==> src/design/lcdnw_pkg.sv <==
// ----------------------------------------------------------------------------
// lcdnw_pkg: shared types, constants and microcode for the LCD nibble writer
// Holds the control word layout, request codes and the sequencer program.
// ----------------------------------------------------------------------------
`default_nettype none

package lcdnw_pkg;

   localparam int PcWidth      = 6;
   localparam int HoldWidth    = 16;
   localparam int CsrIdxWidth  = 2;

   // request codes on req_type
   typedef enum logic [2:0] {
      REQ_INIT    = 3'd0,
      REQ_NIBBLE  = 3'd1,
      REQ_CMDBYTE = 3'd2,
      REQ_DATA    = 3'd3,
      REQ_CURSOR  = 3'd4
   } req_code_type;

   // configuration register indexes
   typedef enum logic [CsrIdxWidth-1:0] {
      CSR_CHAR_DELAY = 2'd0,
      CSR_POWER_WAIT = 2'd1,
      CSR_CURSOR_DLY = 2'd2
   } csr_idx_type;

   typedef enum logic [1:0] {
      NIB_CONST = 2'd0,
      NIB_HI    = 2'd1,
      NIB_LO    = 2'd2
   } nib_sel_type;

   typedef enum logic [2:0] {
      HOLD_ONE   = 3'd0,
      HOLD_ZERO  = 3'd1,
      HOLD_53    = 3'd2,
      HOLD_100   = 3'd3,
      HOLD_3000  = 3'd4,
      HOLD_4100  = 3'd5,
      HOLD_POWER = 3'd6,
      HOLD_EXEC  = 3'd7
   } hold_sel_type;

   typedef struct packed {
      logic         en;
      nib_sel_type  nib_sel;
      logic [3:0]   nib_const;
      hold_sel_type hold_sel;
      logic         last;
   } ctrl_word_type;

   // program entry points
   localparam logic [PcWidth-1:0] PC_INIT   = 6'd0;
   localparam logic [PcWidth-1:0] PC_NIBBLE = 6'd29;
   localparam logic [PcWidth-1:0] PC_BYTE   = 6'd31;

   localparam logic [HoldWidth-1:0] Hold53   = 16'd53;
   localparam logic [HoldWidth-1:0] Hold100  = 16'd100;
   localparam logic [HoldWidth-1:0] Hold3000 = 16'd3000;
   localparam logic [HoldWidth-1:0] Hold4100 = 16'd4100;

   localparam logic [HoldWidth-1:0] CharDelayRst  = 16'd53;
   localparam logic [HoldWidth-1:0] PowerWaitRst  = 16'd50000;
   localparam logic [HoldWidth-1:0] CursorDlyRst  = 16'd53;

   localparam logic [7:0] CursorCmdBase = 8'h80;

   function automatic ctrl_word_type mk(input logic en, input nib_sel_type sel,
                                        input logic [3:0] nib,
                                        input hold_sel_type hold,
                                        input logic last);
      ctrl_word_type w;
      w.en        = en;
      w.nib_sel   = sel;
      w.nib_const = nib;
      w.hold_sel  = hold;
      w.last      = last;
      return w;
   endfunction

   // microcode ROM: one pin segment per step
   function automatic ctrl_word_type rom(input logic [PcWidth-1:0] pc);
      ctrl_word_type w;
      w = mk(1'b0, NIB_CONST, 4'h0, HOLD_ZERO, 1'b1);
      unique case (pc)
         // power-on wait, then the three wake-up nibbles and the 4-bit switch
         6'd0:  w = mk(1'b0, NIB_CONST, 4'h0, HOLD_POWER, 1'b0);
         6'd1:  w = mk(1'b1, NIB_CONST, 4'h3, HOLD_ONE,   1'b0);
         6'd2:  w = mk(1'b0, NIB_CONST, 4'h3, HOLD_4100,  1'b0);
         6'd3:  w = mk(1'b1, NIB_CONST, 4'h3, HOLD_ONE,   1'b0);
         6'd4:  w = mk(1'b0, NIB_CONST, 4'h3, HOLD_100,   1'b0);
         6'd5:  w = mk(1'b1, NIB_CONST, 4'h3, HOLD_ONE,   1'b0);
         6'd6:  w = mk(1'b0, NIB_CONST, 4'h3, HOLD_100,   1'b0);
         6'd7:  w = mk(1'b1, NIB_CONST, 4'h2, HOLD_ONE,   1'b0);
         6'd8:  w = mk(1'b0, NIB_CONST, 4'h2, HOLD_100,   1'b0);
         // function set 0x28
         6'd9:  w = mk(1'b1, NIB_CONST, 4'h2, HOLD_ONE,   1'b0);
         6'd10: w = mk(1'b0, NIB_CONST, 4'h2, HOLD_ZERO,  1'b0);
         6'd11: w = mk(1'b1, NIB_CONST, 4'h8, HOLD_ONE,   1'b0);
         6'd12: w = mk(1'b0, NIB_CONST, 4'h8, HOLD_53,    1'b0);
         // display off 0x08
         6'd13: w = mk(1'b1, NIB_CONST, 4'h0, HOLD_ONE,   1'b0);
         6'd14: w = mk(1'b0, NIB_CONST, 4'h0, HOLD_ZERO,  1'b0);
         6'd15: w = mk(1'b1, NIB_CONST, 4'h8, HOLD_ONE,   1'b0);
         6'd16: w = mk(1'b0, NIB_CONST, 4'h8, HOLD_53,    1'b0);
         // clear 0x01
         6'd17: w = mk(1'b1, NIB_CONST, 4'h0, HOLD_ONE,   1'b0);
         6'd18: w = mk(1'b0, NIB_CONST, 4'h0, HOLD_ZERO,  1'b0);
         6'd19: w = mk(1'b1, NIB_CONST, 4'h1, HOLD_ONE,   1'b0);
         6'd20: w = mk(1'b0, NIB_CONST, 4'h1, HOLD_3000,  1'b0);
         // entry mode 0x06
         6'd21: w = mk(1'b1, NIB_CONST, 4'h0, HOLD_ONE,   1'b0);
         6'd22: w = mk(1'b0, NIB_CONST, 4'h0, HOLD_ZERO,  1'b0);
         6'd23: w = mk(1'b1, NIB_CONST, 4'h6, HOLD_ONE,   1'b0);
         6'd24: w = mk(1'b0, NIB_CONST, 4'h6, HOLD_53,    1'b0);
         // display on 0x0C
         6'd25: w = mk(1'b1, NIB_CONST, 4'h0, HOLD_ONE,   1'b0);
         6'd26: w = mk(1'b0, NIB_CONST, 4'h0, HOLD_ZERO,  1'b0);
         6'd27: w = mk(1'b1, NIB_CONST, 4'hC, HOLD_ONE,   1'b0);
         6'd28: w = mk(1'b0, NIB_CONST, 4'hC, HOLD_53,    1'b1);
         // single nibble from the low bits of the operand
         6'd29: w = mk(1'b1, NIB_LO,    4'h0, HOLD_ONE,   1'b0);
         6'd30: w = mk(1'b0, NIB_LO,    4'h0, HOLD_EXEC,  1'b1);
         // full byte, high nibble first
         6'd31: w = mk(1'b1, NIB_HI,    4'h0, HOLD_ONE,   1'b0);
         6'd32: w = mk(1'b0, NIB_HI,    4'h0, HOLD_ZERO,  1'b0);
         6'd33: w = mk(1'b1, NIB_LO,    4'h0, HOLD_ONE,   1'b0);
         6'd34: w = mk(1'b0, NIB_LO,    4'h0, HOLD_EXEC,  1'b1);
         default: w = mk(1'b0, NIB_CONST, 4'h0, HOLD_ZERO, 1'b1);
      endcase
      return w;
   endfunction

endpackage

`default_nettype wire

==> src/design/char_lcd_nibble_write_sequencer_top.sv <==
// ----------------------------------------------------------------------------
// char_lcd_nibble_write_sequencer_top: 4-bit character LCD write sequencer
// Expands one request into a list of pin segments from a microcode ROM.
// ----------------------------------------------------------------------------
// An accepted request loads the step counter; its first segment is then registered.
// Throughput: one segment per cycle while rsp_ready is high, set by the single
// step counter walking the ROM; req_ready stays low until the request's last
// segment is registered: 29 segments for init, 2 for a nibble, 4 for a byte.
// Request types 5..7 are accepted and dropped. Reset empties the output
// register and loads the delay registers with their defaults.
`default_nettype none

module char_lcd_nibble_write_sequencer_top (
   input  wire logic        clock,
   input  wire logic        reset,
   // configuration
   input  wire logic        csr_write_enable,
   input  wire logic [1:0]  csr_index,
   input  wire logic [15:0] csr_data,
   // request channel
   input  wire logic        req_valid,
   output logic             req_ready,
   input  wire logic [2:0]  req_type,
   input  wire logic [7:0]  req_value,
   input  wire logic [15:0] req_delay_us,
   input  wire logic        req_row,
   input  wire logic [5:0]  req_column,
   // segment channel
   output logic             rsp_valid,
   input  wire logic        rsp_ready,
   output logic             rsp_rs,
   output logic             rsp_enable,
   output logic [3:0]       rsp_nibble,
   output logic [15:0]      rsp_hold_us,
   output logic             rsp_last
);

   logic [15:0] char_delay_ff, power_wait_ff, cursor_dly_ff;

   logic                                  busy_ff, busy_in;
   logic [lcdnw_pkg::PcWidth-1:0]         pc_ff, pc_in;
   logic                                  rs_ff, rs_in;
   logic [7:0]                            operand_ff, operand_in;
   logic [15:0]                           exec_ff, exec_in;

   logic                                  valid_ff, valid_in;
   logic                                  out_rs_ff, out_rs_in;
   logic                                  out_en_ff, out_en_in;
   logic [3:0]                            out_nib_ff, out_nib_in;
   logic [15:0]                           out_hold_ff, out_hold_in;
   logic                                  out_last_ff, out_last_in;

   lcdnw_pkg::ctrl_word_type              cw;
   lcdnw_pkg::req_code_type               code;
   logic                                  accept, step;

   // configuration registers
   always_ff @(posedge clock) begin
      if (reset) begin
         char_delay_ff <= lcdnw_pkg::CharDelayRst;
         power_wait_ff <= lcdnw_pkg::PowerWaitRst;
         cursor_dly_ff <= lcdnw_pkg::CursorDlyRst;
      end else if (csr_write_enable) begin
         unique case (csr_index)
            lcdnw_pkg::CSR_CHAR_DELAY: char_delay_ff <= csr_data;
            lcdnw_pkg::CSR_POWER_WAIT: power_wait_ff <= csr_data;
            lcdnw_pkg::CSR_CURSOR_DLY: cursor_dly_ff <= csr_data;
            default: ;
         endcase
      end
   end

   assign req_ready = !busy_ff;
   assign accept    = req_valid && req_ready;
   assign code      = lcdnw_pkg::req_code_type'(req_type);
   assign cw        = lcdnw_pkg::rom(pc_ff);
   assign step      = busy_ff && (!valid_ff || rsp_ready);

   always_comb begin
      busy_in     = busy_ff;
      pc_in       = pc_ff;
      rs_in       = rs_ff;
      operand_in  = operand_ff;
      exec_in     = exec_ff;
      valid_in    = valid_ff;
      out_rs_in   = out_rs_ff;
      out_en_in   = out_en_ff;
      out_nib_in  = out_nib_ff;
      out_hold_in = out_hold_ff;
      out_last_in = out_last_ff;

      // drop a taken segment
      if (valid_ff && rsp_ready) begin
         valid_in = 1'b0;
      end

      if (step) begin
         valid_in  = 1'b1;
         out_rs_in = rs_ff;
         out_en_in = cw.en;
         unique case (cw.nib_sel)
            lcdnw_pkg::NIB_HI:    out_nib_in = operand_ff[7:4];
            lcdnw_pkg::NIB_LO:    out_nib_in = operand_ff[3:0];
            default:              out_nib_in = cw.nib_const;
         endcase
         unique case (cw.hold_sel)
            lcdnw_pkg::HOLD_ONE:   out_hold_in = 16'd1;
            lcdnw_pkg::HOLD_ZERO:  out_hold_in = 16'd0;
            lcdnw_pkg::HOLD_53:    out_hold_in = lcdnw_pkg::Hold53;
            lcdnw_pkg::HOLD_100:   out_hold_in = lcdnw_pkg::Hold100;
            lcdnw_pkg::HOLD_3000:  out_hold_in = lcdnw_pkg::Hold3000;
            lcdnw_pkg::HOLD_4100:  out_hold_in = lcdnw_pkg::Hold4100;
            lcdnw_pkg::HOLD_POWER: out_hold_in = power_wait_ff;
            default:               out_hold_in = exec_ff;
         endcase
         out_last_in = cw.last;
         pc_in       = pc_ff + 1'b1;
         if (cw.last) begin
            busy_in = 1'b0;
         end
      end

      if (accept) begin
         operand_in = req_value;
         exec_in    = req_delay_us;
         rs_in      = 1'b0;
         busy_in    = 1'b1;
         unique case (code)
            lcdnw_pkg::REQ_INIT: begin
               pc_in = lcdnw_pkg::PC_INIT;
            end
            lcdnw_pkg::REQ_NIBBLE: begin
               pc_in = lcdnw_pkg::PC_NIBBLE;
            end
            lcdnw_pkg::REQ_CMDBYTE: begin
               pc_in = lcdnw_pkg::PC_BYTE;
            end
            lcdnw_pkg::REQ_DATA: begin
               pc_in   = lcdnw_pkg::PC_BYTE;
               rs_in   = 1'b1;
               exec_in = char_delay_ff;
            end
            lcdnw_pkg::REQ_CURSOR: begin
               pc_in      = lcdnw_pkg::PC_BYTE;
               exec_in    = cursor_dly_ff;
               operand_in = lcdnw_pkg::CursorCmdBase | {1'b0, req_row, 6'd0}
                            | {2'b00, req_column};
            end
            default: begin
               // unused request code: no segments
               busy_in = 1'b0;
            end
         endcase
      end
   end

   always_ff @(posedge clock) begin
      if (reset) begin
         busy_ff  <= 1'b0;
         valid_ff <= 1'b0;
         pc_ff    <= lcdnw_pkg::PC_INIT;
      end else begin
         busy_ff  <= busy_in;
         valid_ff <= valid_in;
         pc_ff    <= pc_in;
      end
   end

   always_ff @(posedge clock) begin
      rs_ff       <= rs_in;
      operand_ff  <= operand_in;
      exec_ff     <= exec_in;
      out_rs_ff   <= out_rs_in;
      out_en_ff   <= out_en_in;
      out_nib_ff  <= out_nib_in;
      out_hold_ff <= out_hold_in;
      out_last_ff <= out_last_in;
   end

   assign rsp_valid   = valid_ff;
   assign rsp_rs      = out_rs_ff;
   assign rsp_enable  = out_en_ff;
   assign rsp_nibble  = out_nib_ff;
   assign rsp_hold_us = out_hold_ff;
   assign rsp_last    = out_last_ff;

endmodule

`default_nettype wire
==> config.mk <==
export PLATFORM = sky130hd
export DESIGN_NAME = char_lcd_nibble_write_sequencer_top
export DESIGN_NICKNAME = d
export VERILOG_FILES = /design/src/design/lcdnw_pkg.sv /design/src/design/char_lcd_nibble_write_sequencer_top.sv
export SDC_FILE = /design/constraint.sdc
export NUM_CORES = 1
export LEC_CHECK = 0
export ABC_AREA = 0
export ABC_CLOCK_PERIOD_IN_PS = 3300
export CAP_MARGIN = 20
export CORE_ASPECT_RATIO = 2
export CORE_MARGIN = 2
export CORE_UTILIZATION = 35
export CTS_BUF_LIST = sky130_fd_sc_hd__clkbuf_16
export CTS_CLUSTER_DIAMETER = 30
export DETAILED_ROUTE_END_ITERATION = 8
export DONT_BUFFER_PORTS = 1
export MAX_ROUTING_LAYER = met4
export PLACE_DENSITY_LB_ADDON = 0.15
export SKIP_CTS_REPAIR_TIMING = 1
export SLEW_MARGIN = 20
export SYNTH_ARGS = -nofsm -noshare
export SYNTH_HDL_FRONTEND = slang
export SYNTH_SLANG_ARGS = --single-unit
==> constraint.sdc <==
create_clock -name clock -period 3.3 [get_ports clock]
set_clock_uncertainty 0.2 [all_clocks]
set_input_delay 0.165 -clock clock [delete_from_list [all_inputs] [get_ports clock]]
set_output_delay 0.165 -clock clock [all_outputs]
set_load 0.01 [all_outputs]
==> results.json <==
{
  "place.port_buffers": 0,
  "run_status": "finished, final reports clean",
  "n_antenna_cell": 0,
  "fin_crit_sh": 0.853,
  "cts_made_buffers": 17,
  "power_leakage_nw": 2.52,
  "hold_viol_final": 0,
  "ant_nets": 0,
  "antenna_found_initial": 0,
  "required_ns": 3.45,
  "viasPerCell": 5.17,
  "synth_warnings": 0,
  "grt.total_usage": 0.183,
  "pin_count": 82,
  "worstPathArrival_ns": 2.96,
  "syn_avg_cell_area_sq_um": 9.42,
  "utilization": 0.465,
  "yosysTopAreaCell": "edfxtp_1",
  "design_area_sq_mm": 0.00668,
  "cp_max_fo": 12,
  "cp_top_family": "buffers and inverters",
  "synth_cell_type_count": 67,
  "reg2reg_depth": 10,
  "cts_root_buf": "clkbuf_16",
  "nFillCells": 1368,
  "synth_seq_cells": 115,
  "crit_cells": 6,
  "cp-start-kind": "primary input",
  "cts_tree": "done",
  "period_needed_ns": 2.82,
  "initial_core_util": 0.359,
  "yosysMostFrequentCell": "nand2_1",
  "synth_area_sq_mm": 0.00514,
  "drive_gt1_frac": 0.128,
  "cts_buffer_depth": 2,
  "p_total_mw": 3.95,
  "power.density_mw_per_mm2": 592,
  "synth_flop_cell": "dfxtp_1",
  "overflow": 0,
  "drtIter0Drc": 227,
  "clock_latency_ns": 0.41,
  "vdd_ir_drop_max_v": 0.000315,
  "std_cell_rows": 62,
  "syn_inst": 546,
  "path_clk_slew_ns": 0.06,
  "wl_per_cell_um": 17.7,
  "die_w_um": 89.7,
  "drc": 0,
  "area_delta_synth_final_pct": 29.8,
  "slowest_stage": "dlygate4sd3_1",
  "min_path_type": "primary input to flop",
  "h-tree-depth": 4,
  "tns_ns": 0,
  "grt_pass1_wl_mm": 21.4,
  "seq_area_sq_mm": 0.00278,
  "wl_mm": 14.6,
  "grt_setup_unrepaired": "false",
  "hpwlAfterDp_mm": 10.2,
  "multiInputGateArea_sq_mm": 0.00220,
  "firstDrtPassIters": 4,
  "grt_max_degree": 44,
  "cp_cell_sequence": "dlygate4sd3_1, nor3b_4, dlygate4sd3_1, nand2_1, a21oi_1, dlygate4sd3_1",
  "crit_path_max_incr_delay_ns": 1.01,
  "pre_cts_ws_ns": 0.552,
  "core-area_sq_mm": 0.0144,
  "drv_cap": 0,
  "path_class": "primary input to flop",
  "yosysTopAreaCellShare": 0.280,
  "slew_headroom": 0.452,
  "routabilityCongestion": 0.845,
  "tightest_slew_ns": 0.821,
  "finalSetupViolCount": 0,
  "fin_nets": 687,
  "dieHeight_um": 175,
  "cp_common_cell": "dlygate4sd3_1",
  "drv_slew": 0,
  "min_path_cells": 3,
  "cp-end-kind": "flop",
  "setup_ws_ns": 0.485,
  "async_flop_share": 0,
  "fmax_mhz": 355,
  "ys_seq_area_frac": 0.541,
  "grt_pass1_vias": 4038,
  "synth_commonest_cells": "148 x nand2_1, 67 x dfxtp_1, 56 x a21oi_1, 48 x edfxtp_1, 28 x nor2_1",
  "die_area_sq_mm": 0.0157,
  "synth_area_leaders": "edfxtp_1 28%, dfxtp_1 26%, nand2_1 11%, a21oi_1 5.4%, a22oi_1 2.9%",
  "vias": 4270,
  "cts_sinks": 115,
  "post_dp_cell_area_sq_mm": 0.00537,
  "worstPathBufferInverterCount": 3,
  "synth_enable_flop_cells": 48,
  "syn_nets": 612
}
==> layout by cell type (no fill, tap or decap), types with 4 or more instances in the layout <==
cell	synthesis	routed
buf_4	1	11
inv_2	4	4
mux2_2	9	9
nor3_1	5	5
o21ai_0	10	10
a22oi_1	20	20
inv_6	0	4
and2_1	4	4
dfxtp_1	67	67
a21oi_1	56	56
edfxtp_1	48	48
mux2i_1	7	7
inv_1	14	14
nand3_1	23	23
clkbuf_16	0	17
nand2_1	148	148
ha_1	9	9
dlygate4sd3_1	0	71
nor2_1	28	27
==> registers in the layout, indices dropped and copies added, names as in the netlist, 4 cells and up <==
signal	flops
exec_ff	16
pc_ff	6
cw	11
rsp_hold_us	16
operand_ff	8
char_delay_ff	16
cursor_dly_ff	16
power_wait_ff	16
rsp_nibble	4
==> cell families (layout without fill, tap and decap cells) <==
family / Yosys count / in the layout / synth area share
AOI/OAI and AO/OA: 120 / 120 / 0.153
xor gates and xnor gates: 1 / 1 / 0.00170
adders and majority gates: 9 / 9 / 0.0219
buffers and inverters: 45 / 133 / 0.0353
DFF: 115 / 115 / 0.541
muxes: 18 / 18 / 0.0384
and+or+nand+nor: 238 / 238 / 0.208
==> power breakdown <==
group	total [mW]	internal, mW	switching [mW]
sequential	1.69	1.60	0.0865
combinational	0.497	0.213	0.284
clock	1.76	1.06	0.709
==> worst register-to-register path, stage by stage (launching register included) <==
cell and delay, ns:
dfxtp_1 0.34, nand2b_2 0.22, inv_2 0.15, and2_1 0.29
nor3_1 0.14, nor2_1 0.25, inv_1 0.14, ha_1 0.30
mux2_2 0.29, a32oi_1 0.21, o211ai_1 0.10
==> routing by layer <==
layer,up-vias,part of all wire,global-route usage
met2,137,0.57,0.340
li1,2085,-,-
met4,0,0.043,0.105
met3,32,0.035,0.0395
met1,2016,0.35,0.172
met5,-,0,-
==> final timing paths <==
path,from,end,slack (ns)
hold / removal,csr_index[1],power_wait_ff[4]$_SDFFE_PP1P_,0.04
hold reg to reg,rs_ff$_DFFE_PP_,rsp_rs$_DFFE_PN_,0.22
setup / recovery,csr_index[0],char_delay_ff[3]$_SDFFE_PP0P_,0.48
setup reg to reg,busy_ff$_SDFFE_PP0P_,cw[2]$_DFF_P_,0.55
==> per-stage QoR <==
stage,std cells,hold WS [ns]
5_1_grt,826,0.0368
3_3_place_gp,722,0.0469
4_1_cts,754,-0.382
3_5_place_dp,722,0.0551
2_1_floorplan,546,0.0890
6_report,826,0.0358
==> final cells by class <==
cell class	count	area share
Tap cell	192	0.0360
Clock inverter	15	0.0219
Sequential cell	115	0.417
Inverter	18	0.0101
Timing Repair Buffer	83	0.122
Multi-Input combinational cell	386	0.330
Clock buffer	17	0.0637
Note: power is estimated with default switching activity, not from simulation.
